## src/slca_pkg.sv

```systemverilog
// Shared constants, codes and payload types for the serial line command assembler.
package slca_pkg;

	localparam int RING_DEPTH_DEF  = 64;
	localparam int MAX_CMD_LEN_DEF = 16;
	localparam int CMD_LEN_W       = 5;

	localparam logic [7:0] BYTE_CR = 8'h0D;
	localparam logic [7:0] BYTE_LF = 8'h0A;

	localparam logic [1:0] MODE_RX    = 2'd0;
	localparam logic [1:0] MODE_PROC  = 2'd1;
	localparam logic [1:0] MODE_CLEAR = 2'd2;

	typedef struct packed {
		logic [1:0] mode;
		logic [7:0] rx_byte;
	} item_t;

	typedef struct packed {
		logic [7:0]           cmd_byte;
		logic [CMD_LEN_W-1:0] cmd_length;
		logic                 last;
	} result_t;

endpackage

```

## src/slca_stream_if.sv

```systemverilog
// Valid/ready stream channel with a typed payload.
interface slca_stream_if #(
	parameter type payload_t = logic
);
	logic     valid;
	logic     ready;
	payload_t payload;

	modport source (output valid, output payload, input ready);
	modport sink (input valid, input payload, output ready);
endinterface

```

## src/slca_ram.sv

```systemverilog
// Generic simple dual-port RAM, one write port, one registered read port.
module slca_ram #(
	parameter int WIDTH = 8,
	parameter int DEPTH = 64,
	localparam int AW = (DEPTH > 1) ? $clog2(DEPTH) : 1
) (
	input  logic             clk,
	input  logic             we,
	input  logic [AW-1:0]    waddr,
	input  logic [WIDTH-1:0] wdata,
	input  logic             re,
	input  logic [AW-1:0]    raddr,
	output logic [WIDTH-1:0] rdata
);
	logic [WIDTH-1:0] mem [DEPTH];

	always_ff @(posedge clk) begin
		if (we) begin
			mem[waddr] <= wdata;
		end
		if (re) begin
			rdata <= mem[raddr];
		end
	end
endmodule

```

## src/serial_line_command_assembler.sv

```systemverilog
// Serial line command assembler: receive ring, line assembly and command output.
// Items on the item channel either store a received byte in a RING_DEPTH-byte ring,
// clear the indices and assembly state, or take one byte from the ring (the ring
// memory read, then a step that classifies the byte and writes it to the command
// memory). CR or LF ends a nonempty command; a command also ends at MAX_CMD_LEN bytes.
// A finished command is sent on the result channel one byte per transfer, each byte
// going through a command memory read and then the transfer, which waits while the
// result sink holds ready low. No item is taken while a byte is being processed or a
// command is being sent. The ring has no overflow check: when the writer laps the
// reader the ring reads as empty.
module serial_line_command_assembler
	import slca_pkg::*;
#(
	parameter int RING_DEPTH  = RING_DEPTH_DEF,
	parameter int MAX_CMD_LEN = MAX_CMD_LEN_DEF
) (
	input logic        clk,
	input logic        arst_n,
	slca_stream_if.sink   item,
	slca_stream_if.source result
);
	localparam int RW = $clog2(RING_DEPTH);
	localparam int CW = (MAX_CMD_LEN > 1) ? $clog2(MAX_CMD_LEN) : 1;
	localparam int LW = $clog2(MAX_CMD_LEN + 1);

	localparam logic [1:0] ST_IDLE = 2'd0;
	localparam logic [1:0] ST_PROC = 2'd1;
	localparam logic [1:0] ST_RD   = 2'd2;
	localparam logic [1:0] ST_OUT  = 2'd3;

	logic [1:0]    state_q;
	logic [RW-1:0] wr_idx_q;
	logic [RW-1:0] rd_idx_q;
	logic [CW-1:0] cnt_q;
	logic [CW-1:0] emit_idx_q;
	logic [LW-1:0] len_q;

	logic          item_fire;
	logic          ring_empty;
	logic          ring_we;
	logic          ring_re;
	logic [7:0]    ring_rdata;
	logic          is_eol;
	logic          cmd_we;
	logic          cmd_re;
	logic [7:0]    cmd_rdata;
	logic          emit_last;
	logic [RW-1:0] wr_idx_nxt;
	logic [RW-1:0] rd_idx_nxt;

	assign item.ready = (state_q == ST_IDLE);
	assign item_fire  = item.valid && item.ready;
	assign ring_empty = (wr_idx_q == rd_idx_q);

	assign wr_idx_nxt = (wr_idx_q == RW'(RING_DEPTH - 1)) ? '0 : wr_idx_q + RW'(1);
	assign rd_idx_nxt = (rd_idx_q == RW'(RING_DEPTH - 1)) ? '0 : rd_idx_q + RW'(1);

	assign ring_we = item_fire && (item.payload.mode == MODE_RX);
	assign ring_re = item_fire && (item.payload.mode == MODE_PROC) && !ring_empty;

	slca_ram #(
		.WIDTH(8),
		.DEPTH(RING_DEPTH)
	) u_ring_ram (
		.clk  (clk),
		.we   (ring_we),
		.waddr(wr_idx_q),
		.wdata(item.payload.rx_byte),
		.re   (ring_re),
		.raddr(rd_idx_q),
		.rdata(ring_rdata)
	);

	assign is_eol = (ring_rdata == BYTE_CR) || (ring_rdata == BYTE_LF);
	assign cmd_we = (state_q == ST_PROC) && !is_eol;
	assign cmd_re = (state_q == ST_RD);

	slca_ram #(
		.WIDTH(8),
		.DEPTH(MAX_CMD_LEN)
	) u_cmd_ram (
		.clk  (clk),
		.we   (cmd_we),
		.waddr(cnt_q),
		.wdata(ring_rdata),
		.re   (cmd_re),
		.raddr(emit_idx_q),
		.rdata(cmd_rdata)
	);

	// read data stays put until the next read, so it serves as the output register
	assign emit_last                 = ((LW'(emit_idx_q) + LW'(1)) == len_q);
	assign result.valid              = (state_q == ST_OUT);
	assign result.payload.cmd_byte   = cmd_rdata;
	assign result.payload.cmd_length = CMD_LEN_W'(len_q);
	assign result.payload.last       = emit_last;

	always_ff @(posedge clk or negedge arst_n) begin
		if (!arst_n) begin
			state_q    <= ST_IDLE;
			wr_idx_q   <= '0;
			rd_idx_q   <= '0;
			cnt_q      <= '0;
			emit_idx_q <= '0;
			len_q      <= '0;
		end else begin
			case (state_q)
				ST_IDLE: begin
					if (item_fire) begin
						case (item.payload.mode)
							MODE_RX: begin
								wr_idx_q <= wr_idx_nxt;
							end
							MODE_CLEAR: begin
								wr_idx_q <= '0;
								rd_idx_q <= '0;
								cnt_q    <= '0;
							end
							MODE_PROC: begin
								if (!ring_empty) begin
									rd_idx_q <= rd_idx_nxt;
									state_q  <= ST_PROC;
								end
							end
							default: begin
							end
						endcase
					end
				end
				ST_PROC: begin
					if (is_eol) begin
						if (cnt_q != '0) begin
							len_q      <= LW'(cnt_q);
							cnt_q      <= '0;
							emit_idx_q <= '0;
							state_q    <= ST_RD;
						end else begin
							state_q <= ST_IDLE;
						end
					end else if (cnt_q == CW'(MAX_CMD_LEN - 1)) begin
						// full-length command ends without a terminator
						len_q      <= LW'(MAX_CMD_LEN);
						cnt_q      <= '0;
						emit_idx_q <= '0;
						state_q    <= ST_RD;
					end else begin
						cnt_q   <= cnt_q + CW'(1);
						state_q <= ST_IDLE;
					end
				end
				ST_RD: begin
					state_q <= ST_OUT;
				end
				ST_OUT: begin
					if (result.ready) begin
						if (emit_last) begin
							state_q <= ST_IDLE;
						end else begin
							emit_idx_q <= emit_idx_q + CW'(1);
							state_q    <= ST_RD;
						end
					end
				end
				default: begin
					state_q <= ST_IDLE;
				end
			endcase
		end
	end
endmodule

```

## src/flat_wrapper.sv

```systemverilog
// flat-port wrapper written by rule: the top's interface ports become plain ports
module serial_line_command_assembler_flat import slca_pkg::*;
#(
	parameter int RING_DEPTH  = RING_DEPTH_DEF,
	parameter int MAX_CMD_LEN = MAX_CMD_LEN_DEF
)
  (clk, arst_n, item_valid, item_payload, item_ready, result_valid, result_payload, result_ready);
  slca_stream_if #(.payload_t(item_t)) item_i ();
  slca_stream_if #(.payload_t(result_t)) result_i ();
  input logic clk;
  input logic arst_n;
  input wire logic [$bits(item_i.valid)-1:0] item_valid;
  input wire logic [$bits(item_i.payload)-1:0] item_payload;
  output wire logic [$bits(item_i.ready)-1:0] item_ready;
  output wire logic [$bits(result_i.valid)-1:0] result_valid;
  output wire logic [$bits(result_i.payload)-1:0] result_payload;
  input wire logic [$bits(result_i.ready)-1:0] result_ready;
  assign item_i.valid = item_valid;
  assign item_i.payload = item_payload;
  assign item_ready = item_i.ready;
  assign result_valid = result_i.valid;
  assign result_payload = result_i.payload;
  assign result_i.ready = result_ready;
  serial_line_command_assembler #(.RING_DEPTH(RING_DEPTH), .MAX_CMD_LEN(MAX_CMD_LEN)) u_core (.clk(clk), .arst_n(arst_n), .item(item_i), .result(result_i));
endmodule
```

## config.mk

```make
export PLATFORM = sky130hd
export DESIGN_NAME = serial_line_command_assembler_flat
export DESIGN_NICKNAME = d
export VERILOG_FILES = /design/src/slca_pkg.sv /design/src/slca_stream_if.sv /design/src/slca_ram.sv /design/src/serial_line_command_assembler.sv /design/src/flat_wrapper.sv
export SDC_FILE = /design/constraint.sdc
export NUM_CORES = 1
export LEC_CHECK = 0
export BUFFER_PORTS_ARGS = -buffer_cell sky130_fd_sc_hd__buf_2
export CORE_UTILIZATION = 55
export CTS_BUF_LIST = sky130_fd_sc_hd__clkbuf_2 sky130_fd_sc_hd__clkbuf_4 sky130_fd_sc_hd__clkbuf_8
export DETAILED_ROUTE_END_ITERATION = 6
export GPL_TIMING_DRIVEN = 0
export HOLD_SLACK_MARGIN = 0.02
export PLACE_DENSITY = 0.77
export SYNTH_ARGS = -nofsm -noshare
export SYNTH_HDL_FRONTEND = slang
export SYNTH_SLANG_ARGS = --single-unit
```

## constraint.sdc

```tcl
create_clock -name clk -period 6.9 [get_ports clk]
set_input_delay 1.38 -clock clk [delete_from_list [all_inputs] [get_ports clk]]
set_output_delay 1.38 -clock clk [all_outputs]
set_load 0.005 [all_outputs]
```

==> results_dict.tcl, run 1 <==
set metrics [dict create \
    synth-edff-count 656 \
    drv_slew 0 \
    min_period_over_period_pct 55.5 \
    ys_seq_area_share_pct 74.7 \
    holdCritStartpoint "u_core.len_q[4]" \
    max-cap-violations 0 \
    rows 81 \
    tightest_slew_ns 1.23 \
    worstPathMaxFanout 4 \
    drt_iter0_markers 1497 \
    dp_hpwl_um 36800 \
    drt-vias-per-instance 6.21 \
    yosysWarnings 0 \
    multi_input_area_um2 6310 \
    fin_skew_ns 0.0529 \
    async_flop_share_pct 3.95 \
    syn_area_per_cell_um2 20.6 \
    cp-start-kind "register" \
    synthesis.nets 1343 \
    fmax_mhz 261 \
    fin_cells 2204 \
    worstPathRequired_ns 5.52 \
    ys_ff_latch 683 \
    path_class "register to primary output" \
    io_buffers 29 \
    grt.total_usage_pct 23.5 \
    finalWeightedCongestion 0.934 \
    end_kind "primary output" \
    die_width_um 225 \
    drive_above_1_share_pct 26.7 \
    rsz0062_at_grt "false" \
    grt_overflow_total 0 \
    path_clk_slew_ns 0.06 \
    final_nets 1478 \
    placed_cells 2015 \
    ys.flop_type "edfxtp_1" \
    vias 13700 \
    areaGrowthSynthToFinish_pct 11.5 \
    num_io_pins 30 \
    core_area_um2 49000 \
    startpoint "u_core.emit_idx_q[0]" \
    grt_max_degree 65 \
    antenna_found_initial 1 \
    wl_per_cell_um 26.3 \
    power_leakage_nw 9.70 \
    die-height_um 225 \
    register_area_um2 20400 \
    dieArea_um2 50500 \
    dr.pass1.iters 7 \
    grt_pass1_wl_um 85800 \
    setup_viol 0 \
    powerDensity_nw_per_um2 329 \
    antenna_left 0 \
    hold_violations 0 \
    grt_pass1_vias 13800 \
    numCtsBuffers 104 \
    slew_headroom_pct 17.9 \
    hp-class "register to register" \
    period_needed_ns 3.83 \
    ir_drop_mv 0.190 \
    synth_area_um2 27300 \
    cts_hold_buf 0 \
    status "finished clean" \
    power_w 0.00999 \
    synth_cells 1322 \
    cts-root-buf "clkbuf_8" \
    start_util_pct 55.7 \
    cts_resized 0 \
    drc_errors 0 \
    routed_wl_um 58100 \
    postCtsSetupBuffers 0 \
    fin_tns_setup_ns 0 \
    clock-sinks 683 \
    r2r-start "u_core.state_q[0]" \
    cts-htree-levels 3 \
    cts_buffer_depth 3 \
    worstPathArrival_ns 2.45 \
    fillCellCount 3237 \
    worst_skew_pair.late_latency_ns 0.71 \
    cts_tree "done" \
    synth.distinct_cells 65 \
]
==> registers in the layout, indices dropped and copies added (netlist names) <==
name / count
u_core.emit_idx_q: 4
u_core.u_cmd_ram.rdata: 8
u_core.cnt_q: 4
u_core.state_q: 2
u_core.wr_idx_q: 6
u_core.len_q: 5
u_core.u_ring_ram.mem: 512
u_core.u_cmd_ram.mem: 128
u_core.rd_idx_q: 6
u_core.u_ring_ram.rdata: 8
==> path summary, 6_finish.rpt <==
path                                                      to  slack [ns]  depth (start not counted)
worst max register to register  u_core.u_ring_ram.mem[48][2]        3.68                          6
worst min-delay path                         u_core.len_q[4]        0.55                          1
min in group asynchronous                 u_core.wr_idx_q[5]        0.72                          1
max in group asynchronous                 u_core.wr_idx_q[3]        5.71                          1
worst max-delay path                       result_payload[0]        3.07                          6
worst min register to register               u_core.len_q[4]        0.55                          1
==> cells by family after synthesis <==
group                    count (synthesis)  share of synthesized area, %
adder cells (fa/ha/maj)                  7                         0.321
AO/OA/AOI/OAI                          107                          2.80
XOR/XNOR                                13                         0.473
buffers and inverters                   83                          2.13
flip-flops                             683                          74.7
multiplexers                           198                          15.4
AND/OR/NAND/NOR                        231                          4.17
==> cells in the mapped netlist (3+ instances only) <==
library cell,instances,share of area [%]
buf_2,20,0.37
edfxtp_1,656,72
buf_4,9,0.25
nand2b_1,6,0.14
o22ai_1,17,0.39
a21o_1,4,0.11
buf_12,5,0.37
a22oi_1,8,0.22
a21oi_1,15,0.28
nand4_1,7,0.16
clkbuf_4,4,0.11
xnor2_1,3,0.096
nor3_1,3,0.055
ha_1,7,0.32
nor3b_1,4,0.11
o31ai_1,4,0.11
and2_1,6,0.14
nor2_1,96,1.3
mux2_2,10,0.41
a211oi_1,7,0.19
o21ai_0,12,0.22
dfrtp_1,27,2.5
xor2_1,9,0.29
or3_1,5,0.11
nand3_1,12,0.22
and3_1,13,0.30
o221ai_1,10,0.32
clkbuf_1,19,0.26
nand2_1,40,0.55
buf_6,11,0.45
nor2b_1,15,0.34
mux2i_1,20,0.73
o2bb2ai_1,8,0.26
buf_1,3,0.041
a22o_1,8,0.26
inv_1,9,0.12
mux4_1,24,2.3
and4_1,3,0.096
nand3b_1,9,0.25
mux4_2,144,12
==> placed cells by master, fill, tap and decap left out, types with 21 or more instances in the layout <==
master and count:
mux4_1 24, nand2_1 40, nor2_1 96, edfxtp_1 656, dfrtp_1 27, clkinv_1 21, clkinv_2 22, clkbuf_8 112
clkbuf_4 25, mux4_2 144, buf_2 49
==> cell type report <==
class | count | share of cell area, %
buffer | 74 | 1.80
clock inverter | 55 | 1.48
multi-input combinational | 556 | 20.8
clock buffer | 133 | 5.59
tap | 664 | 2.73
sequential | 683 | 67.0
inverter | 9 | 0.111
timing repair buffer | 29 | 0.478
antenna | 1 | 0.00823
==> critical path: stages (launching register included) <==
cell and delay [ns]:
dfrtp_1 0.38, ha_1 0.26, xor3_1 0.37, nor3_1 0.27, and3_1 0.26, buf_4 0.12, buf_2 0.09
==> layer usage <==
layer | global-route usage (%) | vias to the layer above | part of all wire (%)
met3 | 5.20 | 114 | 8.1
li1 | - | 5756 | -
met2 | 37.7 | 682 | 49
met1 | 32.0 | 7135 | 40
met4 | 8.78 | 0 | 2.7
met5 | 0 | - | 0
==> per-stage QoR <==
step / hold slack [ns] / utilization [%] / worst slack (ns) / cell area (um2)
floorplan: 0.515 / - / 3.64 / 27300
global placement: 0.512 / 57.7 / 2.85 / 28200
detailed placement: 0.537 / 57.7 / 2.85 / 28200
CTS: 0.555 / 62.1 / 3.07 / 30400
global route: 0.594 / 62.1 / 2.98 / 30400
finish: 0.552 / 62.1 / 3.07 / 30400
==> power breakdown <==
part / switching, W / internal, W
combinational: 0.000959 / 0.000826
clock: 0.00154 / 0.00188
sequential: 0.0000852 / 0.00470
Power figures use the tool's default switching activity.
==> run 2, diff against run 1 <==
--- a/config.mk
+++ b/config.mk
@@ -5,6 +5,7 @@
 export SDC_FILE = /design/constraint.sdc
 export NUM_CORES = 1
 export LEC_CHECK = 0
+export ABC_AREA = 1
 export BUFFER_PORTS_ARGS = -buffer_cell sky130_fd_sc_hd__buf_2
 export CORE_UTILIZATION = 55
 export CTS_BUF_LIST = sky130_fd_sc_hd__clkbuf_2 sky130_fd_sc_hd__clkbuf_4 sky130_fd_sc_hd__clkbuf_8
==> constraint.sdc (replaced) <==
create_clock -name clk -period 3.72 [get_ports clk]
set_input_delay 0.744 -clock clk [delete_from_list [all_inputs] [get_ports clk]]
set_output_delay 0.744 -clock clk [all_outputs]
set_load 0.005 [all_outputs]
==> results_dict.tcl, run 2 <==
set metrics [dict create \
    status "finished clean" \
    reg2reg_slack_ns 0.23 \
    power_switching_w 0.00745 \
    powerDensity_nw_per_um2 654 \
    drc_errors 0 \
    dp_hpwl_um 50300 \
    fillCellCount 3999 \
    power_w 0.0211 \
    final_cell_mix "nand2_1, edfxtp_1, nor2_1" \
    fmax_mhz 286 \
    drt-vias-per-instance 5.73 \
    ir_drop_mv 0.446 \
    cts-htree-levels 3 \
    final_nets 2884 \
    wl_per_cell_um 21.3 \
    ys_seq_area_share_pct 70.1 \
    largest_reg_flops 512 \
    async_flop_share_pct 3.95 \
    startpoint "u_core.state_q[0]" \
    drt_iter0_markers 2757 \
    path_clk_slew_ns 0.06 \
    worst_skew_pair.late_latency_ns 0.71 \
    fin_skew_ns 0.0333 \
    final_common_cell "nand2_1" \
    antenna_found_initial 1 \
    cts_hold_buf 0 \
    die-height_um 232 \
    vias 20800 \
    r2r_cells 7 \
    grt_max_degree 65 \
    rows 83 \
    ys.flop_type "edfxtp_1" \
    power_leakage_nw 12.7 \
    path_class "register to register" \
    min_period_over_period_pct 93.9 \
    p_clk_share_pct 29.2 \
    worstPathArrival_ns 3.81 \
    grt.total_usage_pct 29.4 \
    postCtsSetupBuffers 0 \
    ys_ff_latch 683 \
    drive_above_1_share_pct 9.77 \
    syn_area_per_cell_um2 10.7 \
    antenna_left 0 \
    end_kind "register" \
    hp-class "input port to async pin" \
    r2r_end "u_core.u_ring_ram.mem[28][5]" \
    slew_headroom_pct 4.35 \
    synth_area_leaders "edfxtp_1, nand2_1, nand3_1" \
    pwr-share-seq_pct 41.9 \
    start_util_pct 56.1 \
    synth-edff-count 656 \
    worstPathMaxFanout 8 \
    comb_power_share_pct 28.9 \
    num_io_pins 30 \
    cts_resized 0 \
    hold_violations 0 \
    tightest_slew_ns 1.43 \
    drv_slew 0 \
    worstPathRequired_ns 4.03 \
    crit_end "u_core.u_ring_ram.mem[28][5]" \
    cts_tree "done" \
    dieArea_um2 53800 \
    cts-root-buf "clkbuf_8" \
    finalWeightedCongestion 0.950 \
    grt_pass1_vias 20100 \
    synth.distinct_cells 35 \
    largest_register "u_core.u_ring_ram.mem" \
    rsz0062_at_grt "false" \
    setup_viol 0 \
    die_width_um 232 \
    dr.pass1.iters 7 \
    numCtsBuffers 104 \
    core_area_um2 51800 \
    synth_area_um2 29100 \
    synth_cells 2726 \
    yosys-top-cells-count "nand2_1, edfxtp_1, nor2_1, nand3_1, inv_1" \
    internal-power_w 0.0136 \
    max-cap-violations 0 \
    grt_overflow_total 0 \
    yosysMostFrequentCell "nand2_1" \
    r2r-start "u_core.state_q[0]" \
    reg_top3 "u_core.u_ring_ram.mem x512, u_core.u_cmd_ram.mem x128" \
    synthesis.nets 2747 \
    synthDominantCellAreaShare_pct 67.7 \
    yosysWarnings 0 \
    io_buffers 29 \
    areaGrowthSynthToFinish_pct 10.8 \
    clock-sinks 683 \
    yosys.area.top_type "edfxtp_1" \
    cp-start-kind "register" \
    cts_buffer_depth 3 \
    period_needed_ns 3.49 \
    switching_share_pct 35.3 \
    fin_tns_setup_ns 0 \
    grt_pass1_wl_um 117000 \
    routed_wl_um 77400 \
]
run 2: metal layers:
metal  vias to the layer above  share of wire (%)  global-route usage [%]
met3                       238                 11                    5.72
met2                      1360                 46                    46.0
li1                       9394                  -                       -
met1                      9788                 38                    39.7
met4                         0                4.7                    14.4
met5                         -                  0                       0
run 2: worst min path at each step:
stage,startpoint,end,slack [ns],cells after the start
after floorplan,arst_n,u_core.cnt_q[0],0.45,0
after CTS,arst_n,u_core.len_q[1],0.05,1
final,arst_n,u_core.emit_idx_q[2],0.06,1
after detailed placement,u_core.cnt_q[1],u_core.cnt_q[1],0.55,2
after global placement,u_core.cnt_q[1],u_core.cnt_q[1],0.54,2
after global routing,arst_n,u_core.len_q[1],0.1,1
run 2: layout make-up:
type	count	area (um2)	area share, %
antenna	1	2.50	0.00777
buffer	131	602	1.87
clock buffer	154	1890	5.86
clock inverter	36	188	0.583
inverter	285	1070	3.33
multi-input combinational	1627	7040	21.8
sequential	683	20400	63.3
tap	680	851	2.64
timing repair buffer	31	195	0.606
run 2: power groups by stage:
stage	Clock (W)	Combinational (W)	Sequential (W)
finish	0.00616	0.00610	0.00882
global route	0.00649	0.00658	0.00884
CTS	0.00617	0.00592	0.00882
detailed placement	0	0.00589	0.00898
global placement	0	0.00575	0.00897
floorplan	0	0.00372	0.00895
run 2: kinds of logic after synthesis:
| logic type | count (synthesis) | share of synthesized area [%] |
|---|---|---|
| buffers and inverters | 416 | 5.76 |
| AOI/OAI and AO/OA | 231 | 4.21 |
| adders and majority gates | 7 | 0.301 |
| DFF | 683 | 70.1 |
| xor gates and xnor gates | 9 | 0.271 |
| and+or+nand+nor | 1380 | 19.4 |
run 2: per-stage QoR:
stage	utilization [%]	area [um2]	cells	worst slack (ns)	hold WS, ns
floorplan	-	29100	2726	1.50	0.448
global placement	58.0	30100	3435	0.183	0.544
detailed placement	58.0	30100	3435	0.193	0.555
CTS	62.0	32100	3625	0.404	0.0455
global route	62.2	32200	3628	0.276	0.0983
finish	62.2	32200	3628	0.226	0.0578
run 2: worst max-delay path: stages (launching register included):
cell,delay (ns)
dfrtp_1,0.42
nor2_2,0.16
nand2_2,0.11
nor2_4,0.21
inv_2,0.14
nor3_4,0.19
nand3_1,0.79
nor2_1,1.07
==> run 3, diff against run 2 <==
--- a/config.mk
+++ b/config.mk
@@ -13,6 +13,7 @@
 export GPL_TIMING_DRIVEN = 0
 export HOLD_SLACK_MARGIN = 0.02
 export PLACE_DENSITY = 0.77
+export REMOVE_ABC_BUFFERS = 1
 export SYNTH_ARGS = -nofsm -noshare
 export SYNTH_HDL_FRONTEND = slang
 export SYNTH_SLANG_ARGS = --single-unit
==> results_dict.tcl, run 3 (synthesized netlist as in run 2, its figures left out) <==
set metrics [dict create \
    status "finished clean" \
    cts-htree-levels 3 \
    io_buffers 29 \
    cp-start-kind "register" \
    wl_per_cell_um 19.0 \
    power_switching_w 0.00684 \
    p_clk_share_pct 29.5 \
    drt_iter0_markers 1920 \
    switching_share_pct 34.1 \
    slowest_stage "dfrtp_4" \
    powerDensity_nw_per_um2 633 \
    whs_ns 0.345 \
    comb_power_share_pct 24.9 \
    drv_slew 0 \
    hp-class "input port to register" \
    worstPathRequired_ns 2.98 \
    tightest_slew_ns 1.41 \
    grt_pass1_wl_um 104000 \
    worstPathMaxFanout 36 \
    path_cells "buf_12 -> ha_1 -> or2_2 -> nand3_1 -> nand3_1 -> nor2_1 -> and2_1 -> buf_2" \
    reg_top3 "u_core.u_ring_ram.mem x512, u_core.u_cmd_ram.mem x128" \
    dp_slack_ns 0.295 \
    cts-root-buf "clkbuf_8" \
    grt_max_degree 150 \
    grt_overflow_total 0 \
    drc_errors 0 \
    largest_register "u_core.u_ring_ram.mem" \
    slew_headroom_pct 6.33 \
    cpPeakStageDelay_ns 0.60 \
    rows 83 \
    clock-sinks 683 \
    cts_buffer_depth 3 \
    antenna_left 0 \
    layout_setup_ws_ns 0.139 \
    largest_reg_flops 512 \
    stdcell_area_um2 31700 \
    finalWeightedCongestion 0.892 \
    numCtsBuffers 107 \
    start_util_pct 56.1 \
    worstPathArrival_ns 2.84 \
    grt.total_usage_pct 25.2 \
    path_class "register to primary output" \
    worst_skew_pair.late_latency_ns 0.72 \
    antenna_found_initial 1 \
    period_needed_ns 3.58 \
    rsz0062_at_grt "false" \
    final_common_cell "nand2_1" \
    cp_top_family "simple AND/OR/NAND/NOR gates" \
    final_cell_mix "nand2_1, edfxtp_1, nor2_1" \
    die-height_um 232 \
    vias 19600 \
    fin_skew_ns 0.0463 \
    crit_buf_inv 2 \
    min_period_over_period_pct 96.3 \
    max-cap-violations 0 \
    fmax_mhz 279 \
    num_io_pins 30 \
    fin_util_pct 61.2 \
    drt-vias-per-instance 5.58 \
    hold_violations 0 \
    cts_tree "done" \
    path_clk_slew_ns 0.06 \
    die_width_um 232 \
    dp_hpwl_um 38600 \
    areaGrowthSynthToFinish_pct 9.02 \
    power_leakage_nw 12.3 \
    internal-power_w 0.0132 \
    routed_wl_um 66700 \
    crit_path_frequent_cell "nand3_1" \
    setup_viol 0 \
    dieArea_um2 53800 \
    final_nets 2765 \
    grt_pass1_vias 19100 \
    core_area_um2 51800 \
    end_kind "primary output" \
    pwr-share-seq_pct 45.6 \
    placed_area_um2 29700 \
    drive_above_1_share_pct 7.85 \
    ir_drop_mv 0.407 \
    dr.pass1.iters 6 \
]
[run 3: cell types whose count changed in the layout (fill, tap and decap cells not counted), sizes merged]
cell and change:
buf -77, clkbuf -65, clkinv +23, clkinvlp -2, inv +2, dlygate4sd3 +1
[run 3: power by group through the flow]
stage	sequential [W]	clock, W	combinational (W)
floorplan	0.00935	0	0.00309
global placement	0.00962	0	0.00446
detailed placement	0.00932	0	0.00488
CTS	0.00917	0.00599	0.00490
global route	0.00920	0.00631	0.00556
finish	0.00916	0.00591	0.00500
[run 3: final cells by class]
| class | instances | area (um2) |
|---|---|---|
| timing repair buffer | 40 | 360 |
| multi-input combinational | 1627 | 7030 |
| clock inverter | 59 | 293 |
| tap | 680 | 851 |
| fill | 3965 | 20100 |
| antenna | 1 | 2.50 |
| inverter | 285 | 1080 |
| clock buffer | 135 | 1690 |
| sequential | 683 | 20400 |
[run 3: path summary, 6_finish.rpt]
| check | start | end | slack (ns) | cells after the start |
|---|---|---|---|---|
| hold / removal | item_valid | u_core.state_q[0] | 0.35 | 3 |
| max in group asynchronous | arst_n | u_core.emit_idx_q[0] | 2.54 | 2 |
| min in group asynchronous | arst_n | u_core.len_q[3] | 0.67 | 2 |
| setup reg to reg | u_core.rd_idx_q[0] | u_core.u_ring_ram.rdata[0] | 0.32 | 14 |
| hold reg to reg | u_core.len_q[0] | u_core.len_q[0] | 0.54 | 2 |
| setup / recovery | u_core.emit_idx_q[0] | result_payload[0] | 0.14 | 8 |
[run 3: per-stage QoR]
| step | total power [W] | cells | setup TNS (ns) |
|---|---|---|---|
| after detailed placement | 0.0142 | 3311 | 0 |
| after global routing | 0.0211 | 3510 | 0 |
| after global placement | 0.0141 | 3304 | -217.22 |
| final | 0.0201 | 3510 | 0 |
| after floorplan | 0.0124 | 2595 | -89.38 |
| after CTS | 0.0201 | 3506 | 0 |
[run 3: layer usage]
metal	global-route usage, %	up-vias	part of all wire (%)
met5	0	-	0
met4	10.6	0	3.4
met3	4.17	166	8.2
li1	-	9162	-
met1	33.2	9359	40
met2	41.6	894	48
[run 3: tightest hold or removal path, delay by kind of cell]
kind	cells	cell delay, ns
buf+inv	1	0.13
simple gates	2	0.13
[run 3: repair_timing]
item                                   in CTS  in global routing
hold buffers                                1                  0
endpoints found under the hold margin       4                  0
setup endpoints to repair                   1                  1
setup buffers                               0                  1
gates cloned                                0                  0
gates resized for setup                     2                  0
